--- src/rfsd_pkg.sv ---
// Shared types and constants for the rotating free-server dispatcher.
`default_nettype none
package rfsd_pkg;

  localparam int TIME_W     = 32;
  localparam int CFG_W      = 5;
  localparam logic [CFG_W-1:0] TOTAL_RESET = 5'd16;

  localparam int SRV_W      = 4;
  localparam int FLD_CNT_W  = 16;
  localparam int FLD_MASK_W = 16;

  localparam int IN_DATA_W  = 64;
  localparam int OUT_USED_W = SRV_W + 3 * FLD_CNT_W;
  localparam int OUT_DATA_W = 56;
  localparam int OUT_PAD_W  = OUT_DATA_W - OUT_USED_W;

  localparam int QUEUE_DEPTH = 2;
  localparam int QPTR_W      = (QUEUE_DEPTH > 1) ? $clog2(QUEUE_DEPTH) : 1;
  localparam int QCNT_W      = $clog2(QUEUE_DEPTH + 1);

  typedef struct packed {
    logic [TIME_W-1:0] arrival;
    logic [TIME_W-1:0] end_time;
  } rfsd_entry_t;

  typedef struct packed {
    logic        valid;
    rfsd_entry_t entry;
  } rfsd_q_t;

  typedef enum logic [0:0] {
    BK_SEARCH,
    BK_COMMIT
  } rfsd_state_t;

endpackage
`default_nettype wire

--- src/rotating_free_server_dispatcher.sv ---
// Top level of the rotating free-server dispatcher: config register, front and back.
//
//  channel | direction | handshake            | payload
//  in_     | slave     | in_tvalid/in_tready  | in_tdata: arrival_time, work_length
//  out_    | master    | out_tvalid/out_tready| out_tdata: server, handled, top, mask;
//          |           |                      | out_tuser: dropped
//  cfg_    | slave     | cfg_valid/cfg_ready  | cfg_data: server_total
//
// Each request passes through the back end as a search, then a commit, with the
// search result registered ahead of the count and mask update; the front queue
// holds two beats so input accepts run ahead of the back end.
// Reset is synchronous, active low, and clears all timers and counts at once.
// A stalled output holds the back end in commit; the queue then fills and
// drops in_tready. cfg_ready is always high.
`default_nettype none
module rotating_free_server_dispatcher import rfsd_pkg::*; #(
  parameter int MAX_SERVERS = 16,
  parameter int COUNT_BITS  = 16
) (
  input  wire logic                  clk,
  input  wire logic                  rst_n,
  input  wire logic                  in_tvalid,
  output logic                       in_tready,
  input  wire logic [IN_DATA_W-1:0]  in_tdata,   // [31:0] arrival_time, [63:32] work_length
  output logic                       out_tvalid,
  input  wire logic                  out_tready,
  output logic [OUT_DATA_W-1:0]      out_tdata,  // [3:0] assigned_server,
                                                 // [19:4] server_handled,
                                                 // [35:20] top_count,
                                                 // [51:36] busiest_mask, rest zero
  output logic                       out_tuser,  // [0] dropped
  input  wire logic                  cfg_valid,
  output logic                       cfg_ready,
  input  wire logic [CFG_W-1:0]      cfg_data    // [4:0] server_total
);

  logic [CFG_W-1:0] total_r;
  rfsd_q_t          q;
  logic             q_ready;

  assign cfg_ready = 1'b1;

  always_ff @(posedge clk) begin
    if (!rst_n) begin
      total_r <= TOTAL_RESET;
    end else if (cfg_valid && cfg_ready) begin
      total_r <= cfg_data;
    end
  end

  rfsd_front u_front (
    .clk       (clk),
    .rst_n     (rst_n),
    .in_tvalid (in_tvalid),
    .in_tready (in_tready),
    .in_tdata  (in_tdata),
    .q_o       (q),
    .q_ready   (q_ready)
  );

  rfsd_back #(
    .MAX_SERVERS (MAX_SERVERS),
    .COUNT_BITS  (COUNT_BITS)
  ) u_back (
    .clk          (clk),
    .rst_n        (rst_n),
    .server_total (total_r),
    .q_i          (q),
    .q_ready      (q_ready),
    .out_tvalid   (out_tvalid),
    .out_tready   (out_tready),
    .out_tdata    (out_tdata),
    .out_tuser    (out_tuser)
  );

endmodule
`default_nettype wire

--- src/rfsd_front.sv ---
// Front end: accepts request beats, forms the saturated end time, queues them.
`default_nettype none
module rfsd_front import rfsd_pkg::*; (
  input  wire logic                 clk,
  input  wire logic                 rst_n,
  input  wire logic                 in_tvalid,
  output logic                      in_tready,
  input  wire logic [IN_DATA_W-1:0] in_tdata,   // [31:0] arrival_time, [63:32] work_length
  output rfsd_q_t                   q_o,
  input  wire logic                 q_ready
);

  rfsd_entry_t            slot_r [QUEUE_DEPTH];
  logic [QPTR_W-1:0]      wr_ptr_r, wr_ptr_nxt;
  logic [QPTR_W-1:0]      rd_ptr_r, rd_ptr_nxt;
  logic [QCNT_W-1:0]      cnt_r, cnt_nxt;
  logic [TIME_W:0]        sum;
  rfsd_entry_t            push_entry;
  logic                   push, pop;

  always_comb begin
    sum = {1'b0, in_tdata[TIME_W-1:0]} + {1'b0, in_tdata[2*TIME_W-1:TIME_W]};
    push_entry.arrival  = in_tdata[TIME_W-1:0];
    // saturate on carry out
    push_entry.end_time = sum[TIME_W] ? {TIME_W{1'b1}} : sum[TIME_W-1:0];
  end

  assign in_tready   = (cnt_r != QCNT_W'(QUEUE_DEPTH));
  assign push        = in_tvalid && in_tready;
  assign q_o.valid   = (cnt_r != '0);
  assign q_o.entry   = slot_r[rd_ptr_r];
  assign pop         = q_o.valid && q_ready;

  always_comb begin
    wr_ptr_nxt = wr_ptr_r;
    rd_ptr_nxt = rd_ptr_r;
    cnt_nxt    = cnt_r;
    if (push) begin
      wr_ptr_nxt = (wr_ptr_r == QPTR_W'(QUEUE_DEPTH - 1)) ? '0 : wr_ptr_r + 1'b1;
    end
    if (pop) begin
      rd_ptr_nxt = (rd_ptr_r == QPTR_W'(QUEUE_DEPTH - 1)) ? '0 : rd_ptr_r + 1'b1;
    end
    if (push && !pop) begin
      cnt_nxt = cnt_r + 1'b1;
    end else if (pop && !push) begin
      cnt_nxt = cnt_r - 1'b1;
    end
  end

  always_ff @(posedge clk) begin
    if (!rst_n) begin
      wr_ptr_r <= '0;
      rd_ptr_r <= '0;
      cnt_r    <= '0;
    end else begin
      wr_ptr_r <= wr_ptr_nxt;
      rd_ptr_r <= rd_ptr_nxt;
      cnt_r    <= cnt_nxt;
    end
  end

  always_ff @(posedge clk) begin
    if (push) begin
      slot_r[wr_ptr_r] <= push_entry;
    end
  end

endmodule
`default_nettype wire

--- src/rfsd_back.sv ---
// Back end: rotating free-server search, timer and count update, result register.
`default_nettype none
module rfsd_back import rfsd_pkg::*; #(
  parameter int MAX_SERVERS = 16,
  parameter int COUNT_BITS  = 16
) (
  input  wire logic                  clk,
  input  wire logic                  rst_n,
  input  wire logic [CFG_W-1:0]      server_total,
  input  wire rfsd_q_t               q_i,
  output logic                       q_ready,
  output logic                       out_tvalid,
  input  wire logic                  out_tready,
  output logic [OUT_DATA_W-1:0]      out_tdata,   // [3:0] assigned_server,
                                                  // [19:4] server_handled,
                                                  // [35:20] top_count,
                                                  // [51:36] busiest_mask, rest zero
  output logic                       out_tuser    // [0] dropped
);

  localparam int NW = $clog2(MAX_SERVERS + 1);
  localparam int TW = (NW > CFG_W) ? NW : CFG_W;
  localparam int SW = (MAX_SERVERS > 1) ? $clog2(MAX_SERVERS) : 1;
  localparam int MW = (MAX_SERVERS < FLD_MASK_W) ? MAX_SERVERS : FLD_MASK_W;
  localparam logic [COUNT_BITS-1:0] COUNT_LIMIT = {COUNT_BITS{1'b1}};

  rfsd_state_t           state_r, state_nxt;
  logic [TIME_W-1:0]     busy_r [MAX_SERVERS];
  logic [COUNT_BITS-1:0] cnt_r  [MAX_SERVERS];
  logic [COUNT_BITS-1:0] top_r;
  logic [SW-1:0]         slot_r;
  logic                  found_r;
  logic [SW-1:0]         pick_r;
  logic [TIME_W-1:0]     end_r;
  logic                  out_valid_r;
  logic [OUT_DATA_W-1:0] out_data_r, out_data_nxt;
  logic                  out_drop_r;

  logic [TW-1:0]          total_ext, n_c, start_inc;
  logic [SW-1:0]          start, slot_nxt;
  logic [MAX_SERVERS-1:0] free_v, upper_v;
  logic [SW-1:0]          pick_u, pick_l, pick;
  logic                   found;
  logic                   commit, out_free;
  logic [COUNT_BITS-1:0]  cnt_sel, cnt_inc, top_nxt;
  logic [COUNT_BITS-1:0]  cnt_new [MAX_SERVERS];
  logic [FLD_MASK_W-1:0]  mask_v;

  // clamp the server total to 1..MAX_SERVERS
  always_comb begin
    total_ext = TW'(server_total);
    if (total_ext == '0) begin
      n_c = TW'(1);
    end else if (total_ext > TW'(MAX_SERVERS)) begin
      n_c = TW'(MAX_SERVERS);
    end else begin
      n_c = total_ext;
    end
  end

  // search from the slot, wrapping to server 0
  always_comb begin
    start     = (TW'(slot_r) < n_c) ? slot_r : '0;
    start_inc = TW'(start) + TW'(1);
    slot_nxt  = (start_inc >= n_c) ? '0 : SW'(start_inc);
    pick_u    = '0;
    pick_l    = '0;
    for (int i = MAX_SERVERS - 1; i >= 0; i--) begin
      free_v[i]  = (busy_r[i] <= q_i.entry.arrival) && (TW'(i) < n_c);
      upper_v[i] = free_v[i] && (SW'(i) >= start);
      if (free_v[i]) begin
        pick_l = SW'(i);
      end
      if (upper_v[i]) begin
        pick_u = SW'(i);
      end
    end
    found = |free_v;
    pick  = (|upper_v) ? pick_u : pick_l;
  end

  // count update and busiest mask for the commit step
  always_comb begin
    cnt_sel = cnt_r[pick_r];
    cnt_inc = (cnt_sel == COUNT_LIMIT) ? cnt_sel : cnt_sel + COUNT_BITS'(1);
    top_nxt = (found_r && (cnt_inc > top_r)) ? cnt_inc : top_r;
    for (int i = 0; i < MAX_SERVERS; i++) begin
      cnt_new[i] = (found_r && (pick_r == SW'(i))) ? cnt_inc : cnt_r[i];
    end
    mask_v = '0;
    for (int i = 0; i < MW; i++) begin
      mask_v[i] = (cnt_new[i] == top_nxt) && (TW'(i) < n_c);
    end
    out_data_nxt = {
      {OUT_PAD_W{1'b0}},
      mask_v,
      FLD_CNT_W'(top_nxt),
      found_r ? FLD_CNT_W'(cnt_inc) : {FLD_CNT_W{1'b0}},
      found_r ? SRV_W'(pick_r) : {SRV_W{1'b0}}
    };
  end

  assign out_free = !out_valid_r || out_tready;

  always_comb begin
    state_nxt = state_r;
    unique case (state_r)
      BK_SEARCH: if (q_i.valid) state_nxt = BK_COMMIT;
      BK_COMMIT: if (out_free) state_nxt = BK_SEARCH;
      default:   state_nxt = BK_SEARCH;
    endcase
  end

  always_comb begin
    q_ready = 1'b0;
    commit  = 1'b0;
    unique case (state_r)
      BK_SEARCH: q_ready = 1'b1;
      BK_COMMIT: commit  = out_free;
      default: begin
        q_ready = 1'b0;
        commit  = 1'b0;
      end
    endcase
  end

  always_ff @(posedge clk) begin
    if (!rst_n) begin
      state_r     <= BK_SEARCH;
      slot_r      <= '0;
      top_r       <= '0;
      out_valid_r <= 1'b0;
      for (int i = 0; i < MAX_SERVERS; i++) begin
        busy_r[i] <= '0;
        cnt_r[i]  <= '0;
      end
    end else begin
      state_r <= state_nxt;
      if (q_ready && q_i.valid) begin
        slot_r <= slot_nxt;
      end
      if (commit) begin
        top_r <= top_nxt;
        for (int i = 0; i < MAX_SERVERS; i++) begin
          cnt_r[i] <= cnt_new[i];
        end
        if (found_r) begin
          busy_r[pick_r] <= end_r;
        end
        out_valid_r <= 1'b1;
      end else if (out_tready) begin
        out_valid_r <= 1'b0;
      end
    end
  end

  always_ff @(posedge clk) begin
    if (q_ready && q_i.valid) begin
      found_r <= found;
      pick_r  <= pick;
      end_r   <= q_i.entry.end_time;
    end
    if (commit) begin
      out_data_r <= out_data_nxt;
      out_drop_r <= !found_r;
    end
  end

  assign out_tvalid = out_valid_r;
  assign out_tdata  = out_data_r;
  assign out_tuser  = out_drop_r;

  a_pop_to_commit: assert property (@(posedge clk) disable iff (!rst_n)
    (q_ready && q_i.valid) |=> (state_r == BK_COMMIT))
    else $error("popped beat did not move to commit");

  a_pick_in_range: assert property (@(posedge clk) disable iff (!rst_n)
    (state_r == BK_COMMIT && found_r) |-> (TW'(pick_r) < n_c))
    else $error("picked server outside the servers in use");

  a_commit_shows: assert property (@(posedge clk) disable iff (!rst_n)
    commit |=> out_tvalid)
    else $error("committed result not presented");

  a_top_monotone: assert property (@(posedge clk) disable iff (!rst_n)
    $past(rst_n) |-> (top_r >= $past(top_r)))
    else $error("running top count decreased");

endmodule
`default_nettype wire
--- config.mk ---
export PLATFORM = sky130hd
export DESIGN_NAME = rotating_free_server_dispatcher
export DESIGN_NICKNAME = d
export VERILOG_FILES = /design/src/rfsd_pkg.sv /design/src/rotating_free_server_dispatcher.sv /design/src/rfsd_front.sv /design/src/rfsd_back.sv
export SDC_FILE = /design/constraint.sdc
export NUM_CORES = 2
export LEC_CHECK = 0
export ABC_CLOCK_PERIOD_IN_PS = 11750
export BUFFER_PORTS_ARGS = -buffer_cell sky130_fd_sc_hd__buf_4
export CORE_MARGIN = 5
export CORE_UTILIZATION = 45
export DETAILED_ROUTE_END_ITERATION = 8
export PLACE_DENSITY = 0.63
export SLEW_MARGIN = 20
export SYNTH_ARGS = -nofsm -noshare
export SYNTH_HDL_FRONTEND = slang
export SYNTH_SLANG_ARGS = --single-unit
--- constraint.sdc ---
create_clock -name clk -period 11.75 [get_ports clk]
set_input_delay 2.9375 -clock clk [delete_from_list [all_inputs] [get_ports clk]]
set_output_delay 2.9375 -clock clk [all_outputs]
set_load 0.02 [all_outputs]
Yosys cells after proc, flatten, opt, wreduce, memory -nomap -nowiden. Memory sizes are Yosys's and may differ from the RTL's. A register that Yosys moved wholly into a read port is not among the register bits. Index checks and enable logic that the tools add are counted.

Reduce and logical (&&, ||, !) cells: 82. Mux-type cells: 99. Shifts and indexed selects: 0. $add $sub $neg: 7. Order comparisons: 52. Bitwise operators: 17. Multipliers: 0. Divide/modulo/power cells: 0. Equality and inequality tests: 33.

Operators by type and width (number): $mux W16 (34); $le A32 B32 Y1 (16); $eq A16 B16 Y1 (16); $mux W4 (37); $logic_and A1 B1 Y1 (69); $mux W32 (2); $lt A4 B5 Y1 const A (8); $add A32 B32 Y33 (1); $eq A4 B4 Y1 const B (8); $ge A4 B4 Y1 const A (8); $reduce_or A16 Y1 (2); $reduce_or A32 Y1 (1); $mux W1 (21); $lt A3 B5 Y1 const A (4); $add A16 B1 Y16 const B (1); $eq A16 B16 Y1 const B (1); $eq A4 B3 Y1 const B (4); $ge A3 B4 Y1 const A (4); $gt A16 B16 Y1 (1); $or A1 B1 Y1 (16); $lt A1 B5 Y1 const A (2); $lt A2 B5 Y1 const A (2); $mux W5 (2); $eq A4 B2 Y1 const B (2); 19 further kinds (28).

Memory bits (read-only): 0. Latch bits: 0. Register bits: 121. Bits of input ports: 74. Memories kept: 3. Output and inout bits: 60. RAM bits: 896.

Memory list: u_back.busy_r (words 16, width 32, read ports 16, clocked after memory_dff 0, write ports 16, line rfsd_back.sv:28) `logic [TIME_W-1:0] busy_r [MAX_SERVERS];`; u_back.cnt_r (words 16, width 16, read ports 17, clocked after memory_dff 1, write ports 16, line rfsd_back.sv:29) `logic [COUNT_BITS-1:0] cnt_r [MAX_SERVERS];`; u_front.slot_r (words 2, width 64, read ports 1, clocked after memory_dff 1, write ports 1, line rfsd_front.sv:13) `rfsd_entry_t slot_r [QUEUE_DEPTH];`.

Longest topological paths before layout.
Depth in word-level cells: 25. Mapped depth: 33. Depth with buffers taken out: 24.

Hierarchy. From an unflattened synthesis, not the netlist that was laid out.

Cells, all modules: 5625. Area, all modules: 62489.9 um^2.

Modules (own cells, without submodules): rfsd_back (sequential area each 26285.2 um^2, cells each 5116, area each 55662.1 um^2, times used 1); rfsd_front (sequential area each 3943.8 um^2, cells each 491, area each 6626.4 um^2, times used 1); rotating_free_server_dispatcher (sequential area each 100.1 um^2, cells each 18, area each 201.4 um^2, times used 1).

Worst setup path after synthesis. Ideal clock, no wire load.

Path type: input -> register. From: input out_tready. To: memory u_back.cnt_r[0][0], enable pin. Arrival time: 7.438 ns. Path slack: 2.336 ns. Library setup time: 1.975 ns. Buffers on the path: 0. Stages on the path: 3. Data required time: 9.775 ns. Cells stage by stage: nand2b_1 -> nand2_1 -> nand2_1.

RTL lines: start, declared (line rotating_free_server_dispatcher.sv:26) `input wire logic out_tready,`; end, declared (line rfsd_back.sv:29).

==> results.toml <==
[routing]
dr.pass1.iters = 7
totalWireLength_um = 240900
viasPerCell = 6.564
ant_nets = 0
first_iter_violations = 6344
avgRoutedWirePerCell_um = 32.07
drc = 0
via_count = 49300

[global_route]
grt_pass1_wl_um = 338300
grt-ovfl-total = 0
antenna_found_initial = 23
grt_max_degree = 301
track_usage_pct = 31.92
grt_pass1_vias = 47390

[clock_network]
clock_path_buffers = 3
root_buffer = "clkbuf_16"
cts_tree = "done"
clkTransAtPathRegs_ns = 0.06
cts_setup_buffers = 0
clock-sinks = 1022
cts_buffers = 114
holdBufCountCts = 0
post_cts_resized = 0
clk_latency_ns = 0.75
h-tree-depth = 3

[setup_path]
cpMostUsedCell = "buf_4"
critical-path-max-stage-delay_ns = 0.75
rrSetupSlack_ns = 2.40
crit_required_ns = 12.27
critPathMaxFanout = 25
critPathLaunchType = "flip-flop"
critPathCaptureType = "flip-flop"
cpMaxStageDelayCell = "dfxtp_4"
cp_top_family = "buffers and inverters"
cp.arrival_ns = 9.86
path_buf_inv = 7
crit_type = "reg2reg"

[synthesis]
synth-main-ff-cell = "edfxtp_1"
ys_ff_latch = 1022
avgSynthCellArea_um2 = 11.19
syn-cell-area_um2 = 62200
yosysUniqueCellTypes = 112
synthArstFlopShare_pct = 0
ys_warn_count = 0
synth_edf_count = 986
ys_seq_area_share_pct = 48.76
synth_cells = 5556

[timing]
period_needed_ns = 9.347
worstMarginPinSlew_ns = 1.256
fin_setup_tns_ns = 0
fmax_mhz = 107.0
slew_violations = 0
finalHoldViolCount = 0
finalCritPeriodShare_pct = 79.55
fin_skew_ns = 0.04292
rsz0062_at_grt = "no"
setup_viol = 0
slew_headroom_pct = 16.30

[placed_design]
dp_hpwl_um = 169400
port_buffers = 128
place.gp.congestion = 1.002
place_inst = 7288

[die]
fp.dieW_um = 381.8
io_pins = 134
initial_core_util_pct = 45.24
die_area_um2 = 145800
std_cell_rows = 136
coreArea_um2 = 137500
die_h_um = 381.8

[final_layout]
fin_nets = 6262
area_growth_pct = 11.99
regArea_um2 = 30340
multi_input_area_um2 = 30340
final-instance-count-excl-fill = 7511
nFillCells = 12150
final_util_pct = 50.66
drive_above_1_share_pct = 12.94

[run_status]
status = "finished clean"

[run]
drv_cap = 0

[min_path]
hp-class = "reg2reg"
-- metal layers --
| metal | global-route usage (%) | part of all wire (%) | up-vias |
|---|---|---|---|
| li1 | - | - | 21330 |
| met1 | 44.45 | 41 | 24490 |
| met2 | 46.76 | 42 | 2853 |
| met3 | 8.739 | 11 | 616 |
| met4 | 13.97 | 5.2 | 8 |
| met5 | 0 | 0.029 | - |
-- placed cells by master (no fill, tap or decap), types with 19 or more instances in the layout --
master,synthesis,layout
buf_4,16,295
nor3_1,80,72
a211oi_1,73,73
ha_1,572,572
mux2i_1,97,65
o211ai_1,44,44
o2111ai_1,20,20
dfxtp_1,36,32
a21o_1,99,99
inv_1,86,85
nand4_1,112,112
nand2b_1,23,23
mux2i_2,0,32
clkbuf_1,292,28
clkbuf_16,0,116
and2_1,85,85
clkinv_2,0,19
nor2b_1,47,46
mux4_2,64,64
nor4_1,41,38
clkinv_1,9,26
a31oi_1,35,32
and3_1,553,552
a21oi_1,358,356
edfxtp_1,986,986
nor2_1,418,409
mux2_2,42,42
xnor2_1,227,227
nand2_1,288,285
o21a_1,37,37
xor2_1,55,55
o221ai_1,20,20
nand3_1,116,115
o21ai_0,249,230
-- through the flow --
stage	worst slack [ns]	hold WS (ns)	cell area (um^2)
after global routing	2.194	0.5286	69640
final	2.403	0.4997	69650
after detailed placement	2.748	0.4906	65650
after floorplan	2.336	0.4607	62210
after CTS	2.726	0.5027	69520
after global placement	2.802	0.4806	65600
-- kinds of logic after synthesis --
group | synth area share, %
AO/OA/AOI/OAI | 11.93
XOR/XNOR | 4.041
adder cells (fa/ha/maj) | 11.54
buffers and inverters | 3.277
flip-flops | 48.76
multiplexers | 4.723
other | 0.01207
AND/OR/NAND/NOR | 15.71
-- state kept, by name (all words and copies together), names as in the netlist, named ones only --
signal	flops
total_r	5
u_back.out_tvalid	1
u_back.slot_r	4
u_back.found_r	1
u_back.end_r	32
u_back.pick_r	4
u_back.busy_r	512
u_front.rd_ptr_r	1
u_front.cnt_r	2
u_back.out_tdata	52
u_back.state_r	1
u_front.slot_r	128
u_back.out_tuser	1
u_front.wr_ptr_r	1
u_back.cnt_r	256
u_back.top_r	16
-- tightest hold or removal path, stage by stage (launching register included) --
cell and delay, ns:
dfxtp_1 0.31, nor2_1 0.09, a211oi_1 0.05
-- cell usage after synthesis, types with 86 or more instances --
| cell type | n | area, um^2 |
|---|---|---|
| clkbuf_1 | 292 | 1096 |
| nand3_1 | 116 | 580.6 |
| xnor2_1 | 227 | 1988 |
| a21o_1 | 99 | 743.2 |
| nand2_1 | 288 | 1081 |
| nand4_1 | 112 | 700.7 |
| inv_1 | 86 | 322.8 |
| ha_1 | 572 | 7157 |
| o21ai_0 | 249 | 1246 |
| mux2i_1 | 97 | 970.9 |
| nor2_1 | 418 | 1569 |
| a21oi_1 | 358 | 1792 |
| and3_1 | 553 | 3460 |
| edfxtp_1 | 986 | 29610 |
-- worst paths after layout --
kind	end	from	cells past startpoint
worst max-delay path	u_back.out_tdata[43]	flip-flop	26
worst max register to register	u_back.out_tdata[43]	flip-flop	26
worst min-delay path	u_back.top_r[15]	u_back.top_r[15]	2
worst min register to register	u_back.top_r[15]	u_back.top_r[15]	2
-- final cells by class --
class                           instances  share of cell area (%)
Clock buffer                          144                   4.318
Sequential cell                      1022                   43.56
Antenna cell                            8                 0.02874
Timing Repair Buffer                  304                   3.460
Tap cell                             1794                   3.223
Multi-Input combinational cell       4062                   43.55
Inverter                              111                  0.6233
Clock inverter                         66                   1.234
Power is left out: the tool's default activity adds up to more than one toggle a clock period on the data nets, which glitch-free logic cannot reach.
